--- config.mk ---
export PLATFORM = sky130hd
export DESIGN_NAME = colored_noise_generator
export DESIGN_NICKNAME = d
export VERILOG_FILES = /design/src/cng_pkg.sv /design/src/cng_mul.sv /design/src/colored_noise_generator.sv
export SDC_FILE = /design/constraint.sdc
export NUM_CORES = 2
export LEC_CHECK = 0
export BUFFER_PORTS_ARGS = -buffer_cell sky130_fd_sc_hd__buf_2
export CAP_MARGIN = 20
export CORE_ASPECT_RATIO = 1.5
export CORE_MARGIN = 3
export CORE_UTILIZATION = 55
export DETAILED_ROUTE_END_ITERATION = 8
export PLACE_DENSITY = 0.71
export SKIP_LAST_GASP = 1
export SLEW_MARGIN = 20
export SYNTH_ARGS = -nofsm -noshare
export SYNTH_HDL_FRONTEND = slang
export SYNTH_SLANG_ARGS = --single-unit
--- constraint.sdc ---
create_clock -name clk -period 9.3 [get_ports clk]
set_input_delay 0.93 -clock clk [delete_from_list [all_inputs] [get_ports clk]]
set_output_delay 0.93 -clock clk [all_outputs]
set_load 0.02 [all_outputs]
--- src/cng_pkg.sv ---
// Shared types, constants and helpers for the colored noise generator.
// No dependencies; imported by cng_mul, colored_noise_generator and tb_top.
package cng_pkg;

	// Operand widths of the shared serial multiplier
	localparam int MulAW    = 36;              // multiplicand, signed
	localparam int MulBW    = 36;              // multiplier, signed, whole digits
	localparam int DigitW   = 4;
	localparam int NumDigit = MulBW / DigitW;
	localparam int ProdW    = 72;
	localparam int RndW     = ProdW - 30;      // product rounded by 2^-30

	typedef logic signed [33:0] coef_t;        // Q.30 coefficient, signed

	// LCG constants
	localparam logic [31:0] LcgMul = 32'd435898247;
	localparam logic [31:0] LcgAdd = 32'd382842987;

	// Pink sections: pole and feed coefficients
	localparam coef_t PoleCoef [6] = '{
		34'sd1072517758, 34'sd1066569229, 34'sd1040455827,
		34'sd930397290,  34'sd590558003,  -34'sd817761773
	};
	localparam coef_t FeedCoef [6] = '{
		34'sd59611891,  34'sd80612134,  34'sd165197327,
		34'sd333381374, 34'sd572253077, -34'sd18144089
	};
	localparam coef_t PinkDirect = 34'sd575740366;
	localparam coef_t PinkGain   = 34'sd118111601;
	localparam coef_t PinkDelay  = 34'sd124474595;
	localparam coef_t BrownKeep  = 34'sd1052688063;
	localparam coef_t BrownFeed  = 34'sd21053761;
	localparam coef_t BrownGain  = 34'sd3758096384;
	localparam coef_t LcgMulCoef = 34'sd435898247;

	// Configuration register indexes
	localparam logic RegColor = 1'b0;
	localparam logic RegSeed  = 1'b1;

	// Color codes
	localparam logic [1:0] ColorWhite = 2'd0;
	localparam logic [1:0] ColorPink  = 2'd1;
	localparam logic [1:0] ColorBrown = 2'd2;
	localparam logic [1:0] ColorNone  = 2'd3;

	// Saturate a rounded sum to the signed 32-bit range
	function automatic logic signed [31:0] sat32(input logic signed [RndW:0] x);
		logic signed [RndW:0] hi;
		logic signed [RndW:0] lo;
		hi = (RndW+1)'(32'sh7fffffff);
		lo = -hi - (RndW+1)'(1);
		if (x > hi)
			return 32'sh7fffffff;
		else if (x < lo)
			return 32'sh80000000;
		else
			return x[31:0];
	endfunction

endpackage

--- src/cng_mul.sv ---
// Digit-serial signed multiplier, four multiplier bits per cycle, MSB first.
// Depends on cng_pkg.
module cng_mul
	import cng_pkg::*;
(
	input  logic                      clk,
	input  logic                      arst_n,
	input  logic                      start,
	input  logic signed [MulAW-1:0]   a,
	input  logic signed [MulBW-1:0]   b,
	output logic                      done,
	output logic signed [ProdW-1:0]   prod
);

	localparam int CntW = $clog2(NumDigit + 1);

	logic signed [MulAW-1:0] a_q;
	logic        [MulBW-1:0] b_q;       // digits shift out at the top
	logic signed [ProdW-1:0] acc_q;
	logic        [CntW-1:0]  cnt_q;
	logic                    busy_q;
	logic                    first_q;
	logic                    done_q;

	logic signed [DigitW:0]       dig;
	logic signed [MulAW+DigitW:0] pp;
	logic signed [ProdW-1:0]      acc_next;

	// top digit is signed, the rest unsigned
	always_comb begin
		if (first_q)
			dig = {b_q[MulBW-1], b_q[MulBW-1 -: DigitW]};
		else
			dig = {1'b0, b_q[MulBW-1 -: DigitW]};
		pp       = a_q * dig;
		acc_next = (acc_q <<< DigitW) +
			{{(ProdW-MulAW-DigitW-1){pp[MulAW+DigitW]}}, pp};
	end

	// Horner accumulation
	always_ff @(posedge clk or negedge arst_n) begin
		if (!arst_n) begin
			busy_q  <= 1'b0;
			done_q  <= 1'b0;
			first_q <= 1'b0;
			cnt_q   <= '0;
		end else begin
			done_q <= 1'b0;
			if (start) begin
				busy_q  <= 1'b1;
				first_q <= 1'b1;
				cnt_q   <= CntW'(NumDigit);
				a_q     <= a;
				b_q     <= b;
				acc_q   <= '0;
			end else if (busy_q) begin
				acc_q   <= acc_next;
				b_q     <= b_q << DigitW;
				first_q <= 1'b0;
				cnt_q   <= cnt_q - CntW'(1);
				if (cnt_q == CntW'(1)) begin
					busy_q <= 1'b0;
					done_q <= 1'b1;
				end
			end
		end
	end

	assign done = done_q;
	assign prod = acc_q;

	a_no_restart : assert property (@(posedge clk) disable iff (!arst_n)
		start |-> !busy_q) else $error("multiplier started while busy");
	a_done_once : assert property (@(posedge clk) disable iff (!arst_n)
		done_q |=> !done_q) else $error("multiplier done held");
	a_busy_drop : assert property (@(posedge clk) disable iff (!arst_n)
		$fell(busy_q) |-> done_q) else $error("busy dropped without done");

endmodule

--- src/colored_noise_generator.sv ---
// Colored noise generator: LCG white source, pink filter bank, brown integrator.
// Depends on cng_pkg and cng_mul.
//
// One input transfer is one sample tick and yields one output transfer. All
// products go through one digit-serial multiplier. A product passes through
// the issue state, one digit step per multiplier digit and the wait state in
// which the product is taken. Besides the accept and output states, an item
// makes one product in white mode (the generator advance), four in brown mode
// and sixteen in pink mode (each including the generator advance). An
// inactive tick or color 3 goes from the accept state straight to the output
// state without a product. The result waits in the output stage while the
// output register still holds an untaken sample, and a new item is taken
// only once the previous result has been loaded into the output register.
module colored_noise_generator
	import cng_pkg::*;
#(
	parameter int STATE_FRAC_BITS = 30,
	parameter int OUT_WIDTH       = 24
)
(
	input  logic                          clk,
	input  logic                          arst_n,
	// configuration write port
	input  logic                          cfg_we,
	input  logic                          cfg_addr,
	input  logic [31:0]                   cfg_wdata,
	// input stream
	input  logic                          s_tvalid,
	output logic                          s_tready,
	input  logic [7:0]                    s_tdata,    // [0] active, [1] restart
	// output stream
	output logic                          m_tvalid,
	input  logic                          m_tready,
	output logic [((OUT_WIDTH+7)/8)*8-1:0] m_tdata    // sample, signed
);

	localparam int OutFrac = OUT_WIDTH - 4;
	localparam int Sh      = STATE_FRAC_BITS - OutFrac;
	localparam int ShR     = (Sh > 0) ? Sh : 0;
	localparam int ShL     = (Sh < 0) ? -Sh : 0;
	localparam int VW      = 56;
	localparam int TdW     = ((OUT_WIDTH + 7) / 8) * 8;
	localparam logic signed [VW-1:0] Rnd = (ShR > 0) ? (VW'(1) <<< (ShR - 1)) : '0;
	localparam logic signed [VW-1:0] OutHi = (VW'(1) <<< (OUT_WIDTH - 1)) - VW'(1);
	localparam logic signed [VW-1:0] OutLo = -OutHi - VW'(1);

	typedef enum logic [1:0] {ST_IDLE, ST_ISSUE, ST_WAIT, ST_OUT} state_t;

	state_t                   state_q;
	logic [1:0]               color_q;
	logic [31:0]              seed_start_q;
	logic [31:0]              seed_q;
	logic signed [31:0]       pink_q [7];
	logic signed [31:0]       brown_q;
	logic signed [31:0]       w_q;
	logic signed [RndW-1:0]   t_q;
	logic signed [MulAW-1:0]  sum_q;
	logic signed [39:0]       y_q;
	logic [3:0]               step_q;
	logic                     m_tvalid_q;
	logic [TdW-1:0]           m_tdata_q;

	logic                     active;
	logic                     restart;
	logic [31:0]              seed_eff;
	logic [30:0]              u;
	logic signed [31:0]       w_new;
	logic                     mul_start;
	logic signed [MulAW-1:0]  mul_a;
	logic signed [MulBW-1:0]  mul_b;
	logic                     mul_done;
	logic signed [ProdW-1:0]  prod;
	logic signed [ProdW-1:0]  prod_rnd;
	logic signed [RndW-1:0]   r;
	logic signed [31:0]       sat_new;
	logic [2:0]               sec;
	logic                     last_step;
	logic signed [VW-1:0]     v;
	logic signed [VW-1:0]     v_sat;
	logic                     out_load;

	assign active  = s_tdata[0];
	assign restart = s_tdata[1];

	// white sample from the seed in effect for this tick
	assign seed_eff = restart ? seed_start_q : seed_q;
	assign u        = seed_eff[30:0];
	assign w_new    = 32'(u >> (30 - STATE_FRAC_BITS)) - (32'sd1 <<< STATE_FRAC_BITS);

	// rounded product, Q.30 coefficient removed
	assign prod_rnd = prod + (ProdW'(1) <<< 29);
	assign r        = prod_rnd[ProdW-1:30];
	assign sat_new  = sat32((RndW+1)'(t_q) + (RndW+1)'(r));
	assign sec      = step_q[3:1];

	// operand select per mode and step
	always_comb begin
		mul_a     = {4'b0, seed_q};
		mul_b     = MulBW'(LcgMulCoef);
		last_step = 1'b1;
		case (color_q)
			ColorPink: begin
				last_step = (step_q == 4'd15);
				if (step_q < 4'd12) begin
					if (!step_q[0]) begin
						mul_a = MulAW'(pink_q[sec]);
						mul_b = MulBW'(PoleCoef[sec]);
					end else begin
						mul_a = MulAW'(w_q);
						mul_b = MulBW'(FeedCoef[sec]);
					end
				end else if (step_q == 4'd12) begin
					mul_a = MulAW'(w_q);
					mul_b = MulBW'(PinkDirect);
				end else if (step_q == 4'd13) begin
					mul_a = sum_q;
					mul_b = MulBW'(PinkGain);
				end else if (step_q == 4'd14) begin
					mul_a = MulAW'(w_q);
					mul_b = MulBW'(PinkDelay);
				end
			end
			ColorBrown: begin
				last_step = (step_q == 4'd3);
				case (step_q)
					4'd0: begin
						mul_a = MulAW'(brown_q);
						mul_b = MulBW'(BrownKeep);
					end
					4'd1: begin
						mul_a = MulAW'(w_q);
						mul_b = MulBW'(BrownFeed);
					end
					4'd2: begin
						mul_a = MulAW'(brown_q);
						mul_b = MulBW'(BrownGain);
					end
					default: ;
				endcase
			end
			default: ;
		endcase
	end

	assign mul_start = (state_q == ST_ISSUE);

	cng_mul u_mul (
		.clk    (clk),
		.arst_n (arst_n),
		.start  (mul_start),
		.a      (mul_a),
		.b      (mul_b),
		.done   (mul_done),
		.prod   (prod)
	);

	// output scaling and saturation
	always_comb begin
		v = ((VW'(y_q) + Rnd) >>> ShR) <<< ShL;
		if (v > OutHi)
			v_sat = OutHi;
		else if (v < OutLo)
			v_sat = OutLo;
		else
			v_sat = v;
	end

	// result enters the output register when it is empty or being taken
	assign out_load = (state_q == ST_OUT) && (!m_tvalid_q || m_tready);

	// sequencer, filter state and output register
	always_ff @(posedge clk or negedge arst_n) begin
		if (!arst_n) begin
			state_q      <= ST_IDLE;
			color_q      <= ColorWhite;
			seed_start_q <= '0;
			seed_q       <= '0;
			for (int i = 0; i < 7; i++)
				pink_q[i] <= '0;
			brown_q      <= '0;
			step_q       <= '0;
			m_tvalid_q   <= 1'b0;
		end else begin
			if (cfg_we) begin
				case (cfg_addr)
					RegColor: color_q      <= cfg_wdata[1:0];
					RegSeed:  seed_start_q <= cfg_wdata;
					default: ;
				endcase
			end
			if (out_load)
				m_tvalid_q <= 1'b1;
			else if (m_tready)
				m_tvalid_q <= 1'b0;

			case (state_q)
				ST_IDLE: begin
					if (s_tvalid) begin
						step_q <= '0;
						seed_q <= seed_eff;
						w_q    <= w_new;
						if (restart) begin
							for (int i = 0; i < 7; i++)
								pink_q[i] <= '0;
							brown_q <= '0;
							sum_q   <= '0;
						end else begin
							sum_q <= MulAW'(pink_q[6]);
						end
						if (!active || color_q == ColorNone) begin
							y_q     <= '0;
							state_q <= ST_OUT;
						end else begin
							y_q     <= 40'(w_new);
							state_q <= ST_ISSUE;
						end
					end
				end
				ST_ISSUE: state_q <= ST_WAIT;
				ST_WAIT: begin
					if (mul_done) begin
						if (last_step) begin
							seed_q  <= prod[31:0] + LcgAdd;
							state_q <= ST_OUT;
						end else begin
							state_q <= ST_ISSUE;
							step_q  <= step_q + 4'd1;
						end
						if (color_q == ColorPink) begin
							if (step_q < 4'd12) begin
								if (!step_q[0]) begin
									t_q <= r;
								end else begin
									pink_q[sec] <= sat_new;
									sum_q       <= sum_q + MulAW'(sat_new);
								end
							end else if (step_q == 4'd12) begin
								sum_q <= sum_q + MulAW'(r);
							end else if (step_q == 4'd13) begin
								y_q <= 40'(r);
							end else if (step_q == 4'd14) begin
								pink_q[6] <= sat32((RndW+1)'(r));
							end
						end else if (color_q == ColorBrown) begin
							case (step_q)
								4'd0: t_q     <= r;
								4'd1: brown_q <= sat_new;
								4'd2: y_q     <= 40'(r);
								default: ;
							endcase
						end
					end
				end
				ST_OUT: begin
					if (out_load) begin
						m_tdata_q <= TdW'(v_sat[OUT_WIDTH-1:0]);
						state_q   <= ST_IDLE;
					end
				end
				default: state_q <= ST_IDLE;
			endcase
		end
	end

	assign s_tready = (state_q == ST_IDLE);
	assign m_tvalid = m_tvalid_q;
	assign m_tdata  = m_tdata_q;

	a_one_item : assert property (@(posedge clk) disable iff (!arst_n)
		s_tvalid && s_tready |=> !s_tready) else $error("second item taken while busy");
	a_done_in_wait : assert property (@(posedge clk) disable iff (!arst_n)
		mul_done |-> state_q == ST_WAIT) else $error("product arrived outside wait");
	a_load_from_out : assert property (@(posedge clk) disable iff (!arst_n)
		$rose(m_tvalid) |-> $past(state_q == ST_OUT)) else $error("result loaded early");

endmodule

==> impl_metrics.yaml <==
sta:
  finClkSkew_ns: 0.0273
  slew_violations: 0
  worst_slew_pin_slew_ns: 1.14
  rsz0062_at_grt: "yes"
  slew_headroom_pct: 24.0
  setup_violations: 0
  finalWorstSetupSlack_ns: 0.364
  hold_slack_ns: 0.291
  fin_crit_ns: 8.94
  max_freq_mhz: 112
  min_period_over_period_pct: 96.1
  hold_violations: 0
place:
  dp_slack_ns: 0.391
  globalplace.congestion: 0.975
  io_buffers: 65
  placed_cell_area_um2: 47400
  dp_hpwl_um: 108000
  placed_cells: 5930
finish:
  drive_above_1_share_pct: 10.9
  nets: 5375
  synthToLayoutAreaGrowth_pct: 9.32
  final_cell_area_um2: 49700
  instances_no_fill: 6058
clock_network:
  htreeDepth: 3
  ctsLongestPathBuffers: 3
  cts_root_buf: "clkbuf_16"
  cts.clk_slew.worst_paths_ns: 0.07
  insertion_delay_ns: 0.65
  postCtsSetupBuffers: 0
  cts_tree: "built"
  cts_buffers: 68
  clock-sinks: 644
die:
  initial_core_util_pct: 55.7
  die-area_um2: 86300
  die_h_um: 358
  num_rows: 128
  core_area_um2: 81700
  io_pins: 72
  die_width_um: 241
logic_synthesis:
  synth_warnings: 0
  synth_edf_count: 308
  synth_fp_nets: 5366
  synth_most_common_cell: "nand2_1"
  yosys_register_bits: 644
  seq_area_frac_synth_pct: 38.8
  avgSynthCellArea_um2: 9.19
  synth_top_area_share_pct: 20.3
  async_flop_share_pct: 52.2
  netlist.top_cell.by_area: "edfxtp_1"
  syn-instance-count: 4953
  syn-cell-area_um2: 45500
  synthTopCellsByCount: "nand2_1 (629), o21ai_0 (434), a21oi_1 (431)"
  synthTopCellsByArea: "edfxtp_1 (20%), dfrtp_1 (18%), ha_1 (7.0%), nand2_1 (5.2%), fa_1 (5.0%)"
  synthFlopType: "dfrtp_1"
  synth_cell_types: 82
setup_path:
  rr_endpoint: "sum_q[34]"
  crit_slowest_cell: "edfxtp_1"
  worstPathArrival_ns: 9.34
  r2r-start: "u_mul.prod[30]"
  crit_type: "reg -> reg"
  r2r.worst_path.cells: 34
  endpoint: "sum_q[34]"
  critPathLaunchType: "register"
  r2r_slack_ns: 0.36
  crit_start: "u_mul.prod[30]"
  critPathRequiredTime_ns: 9.70
  slowest_delay_ns: 0.44
  crit_fanout: 4
  end_kind: "register"
detailed_routing:
  dr_total_vias: 39500
  totalWireLength_um: 151000
  viasPerCell: 6.52
  ant_nets: 0
  drtIter0Drc: 3791
  wl_per_cell_um: 24.9
  dr.pass1.iters: 6
  drc: 0
run:
  drv_cap: 0
hold_path:
  hold_path_class: "in -> async"
global_route:
  grt_max_degree: 166
  grt_remaining_overflow: 0
  grt_pass1_vias: 38300
  antenna_found_initial: 3
  grt.total_usage_pct: 35.0
  grt_pass1_wl_um: 230000
run_status:
  status: "complete, no violations"
-- cells by family (layout without fill, tap and decap cells) --
family / Yosys count / after routing / synth area share, %
other cells: 0 / 2 / 0
buf+inv: 447 / 510 / 3.75
flops: 644 / 644 / 38.8
simple gates: 1553 / 1553 / 15.7
compound gates: 1530 / 1530 / 21.0
xor+xnor: 234 / 234 / 4.53
mux: 178 / 178 / 4.22
fa+ha+maj: 367 / 367 / 12.0
-- routing by layer --
metal / share of wire, % / GRT usage (%)
met5: 0.0086 / 0
met4: 8.9 / 25.7
met3: 6.3 / 4.75
met2: 47 / 57.4
met1: 37 / 42.1
-- timing repair --
item                                    CTS  global route
gates resized for setup                   0            11
hold buffers                              0             0
endpoints found under the setup margin    0            12
-- cell type report --
cell class	count	area (um2)
Timing Repair Buffer	216	1560
Clock inverter	25	290
Sequential cell	644	17700
Inverter	170	638
Clock buffer	99	1930
Fill cell	7078	31900
Antenna cell	2	5.00
Tap cell	1040	1300
Multi-Input combinational cell	3862	26400
-- registers in the layout, indices dropped and copies added, names as in the netlist --
register,cells
pink_q,224
u_mul.prod,72
t_q,42
sum_q,36
u_mul.a_q,36
u_mul.b_q,36
brown_q,32
seed_q,32
seed_start_q,32
w_q,31
y_q,31
m_tdata,24
step_q,4
u_mul.cnt_q,4
color_q,2
state_q,2
m_tvalid,1
u_mul.busy_q,1
u_mul.done,1
u_mul.first_q,1
-- worst min-delay path by stage --
| stage | slack, ns | to | from | depth (start not counted) |
|---|---|---|---|---|
| CTS | 0.31 | seed_q[31] | arst_n | 1 |
| detailed placement | 0.47 | pink_q[214] | pink_q[214] | 2 |
| global route | 0.34 | seed_q[31] | arst_n | 1 |
| global placement | 0.46 | pink_q[50] | pink_q[50] | 2 |
| floorplan | 0.44 | pink_q[37] | pink_q[37] | 2 |
| finish | 0.29 | seed_q[3] | arst_n | 1 |
-- stage by stage --
step                utilization [%]  setup TNS (ns)
floorplan                         -               0
global placement               58.1               0
detailed placement             58.1               0
CTS                            60.8               0
global route                   60.9          -0.109
finish                         60.9               0
-- placed cells by master (no fill, tap or decap), types with 30 or more instances in the layout --
| master | instances |
|---|---|
| or2_2 | 42 |
| o221ai_1 | 59 |
| o211ai_1 | 30 |
| mux2i_1 | 69 |
| a22oi_1 | 33 |
| a21oi_1 | 428 |
| nor3_1 | 57 |
| nor2_1 | 346 |
| a221o_1 | 45 |
| o21ai_0 | 431 |
| a31oi_1 | 39 |
| xor2_1 | 105 |
| o22ai_1 | 52 |
| and3_1 | 43 |
| mux2_2 | 109 |
| dfrtp_1 | 332 |
| buf_4 | 145 |
| a211oi_1 | 34 |
| o31ai_1 | 39 |
| nand4_1 | 39 |
| inv_1 | 170 |
| fa_1 | 113 |
| nand3_1 | 127 |
| edfxtp_1 | 308 |
| and2_1 | 103 |
| ha_1 | 252 |
| a21o_1 | 101 |
| buf_2 | 64 |
| nand3b_1 | 33 |
| o21a_1 | 37 |
| xnor2_1 | 126 |
| clkbuf_16 | 70 |
| nand2_1 | 625 |
-- critical path: cells and delay by family, from the launching register on --
family | cells | cell delay, ns
flip-flops | 1 | 0.44
adder cells (fa/ha/maj) | 4 | 1.27
AO/OA/AOI/OAI | 14 | 3.35
AND/OR/NAND/NOR | 13 | 2.84
XOR/XNOR | 1 | 0.32
buffers and inverters | 2 | 0.44
Power is not shown: default switching activity piles up to over one toggle a cycle in this logic, so the estimate is an artifact.
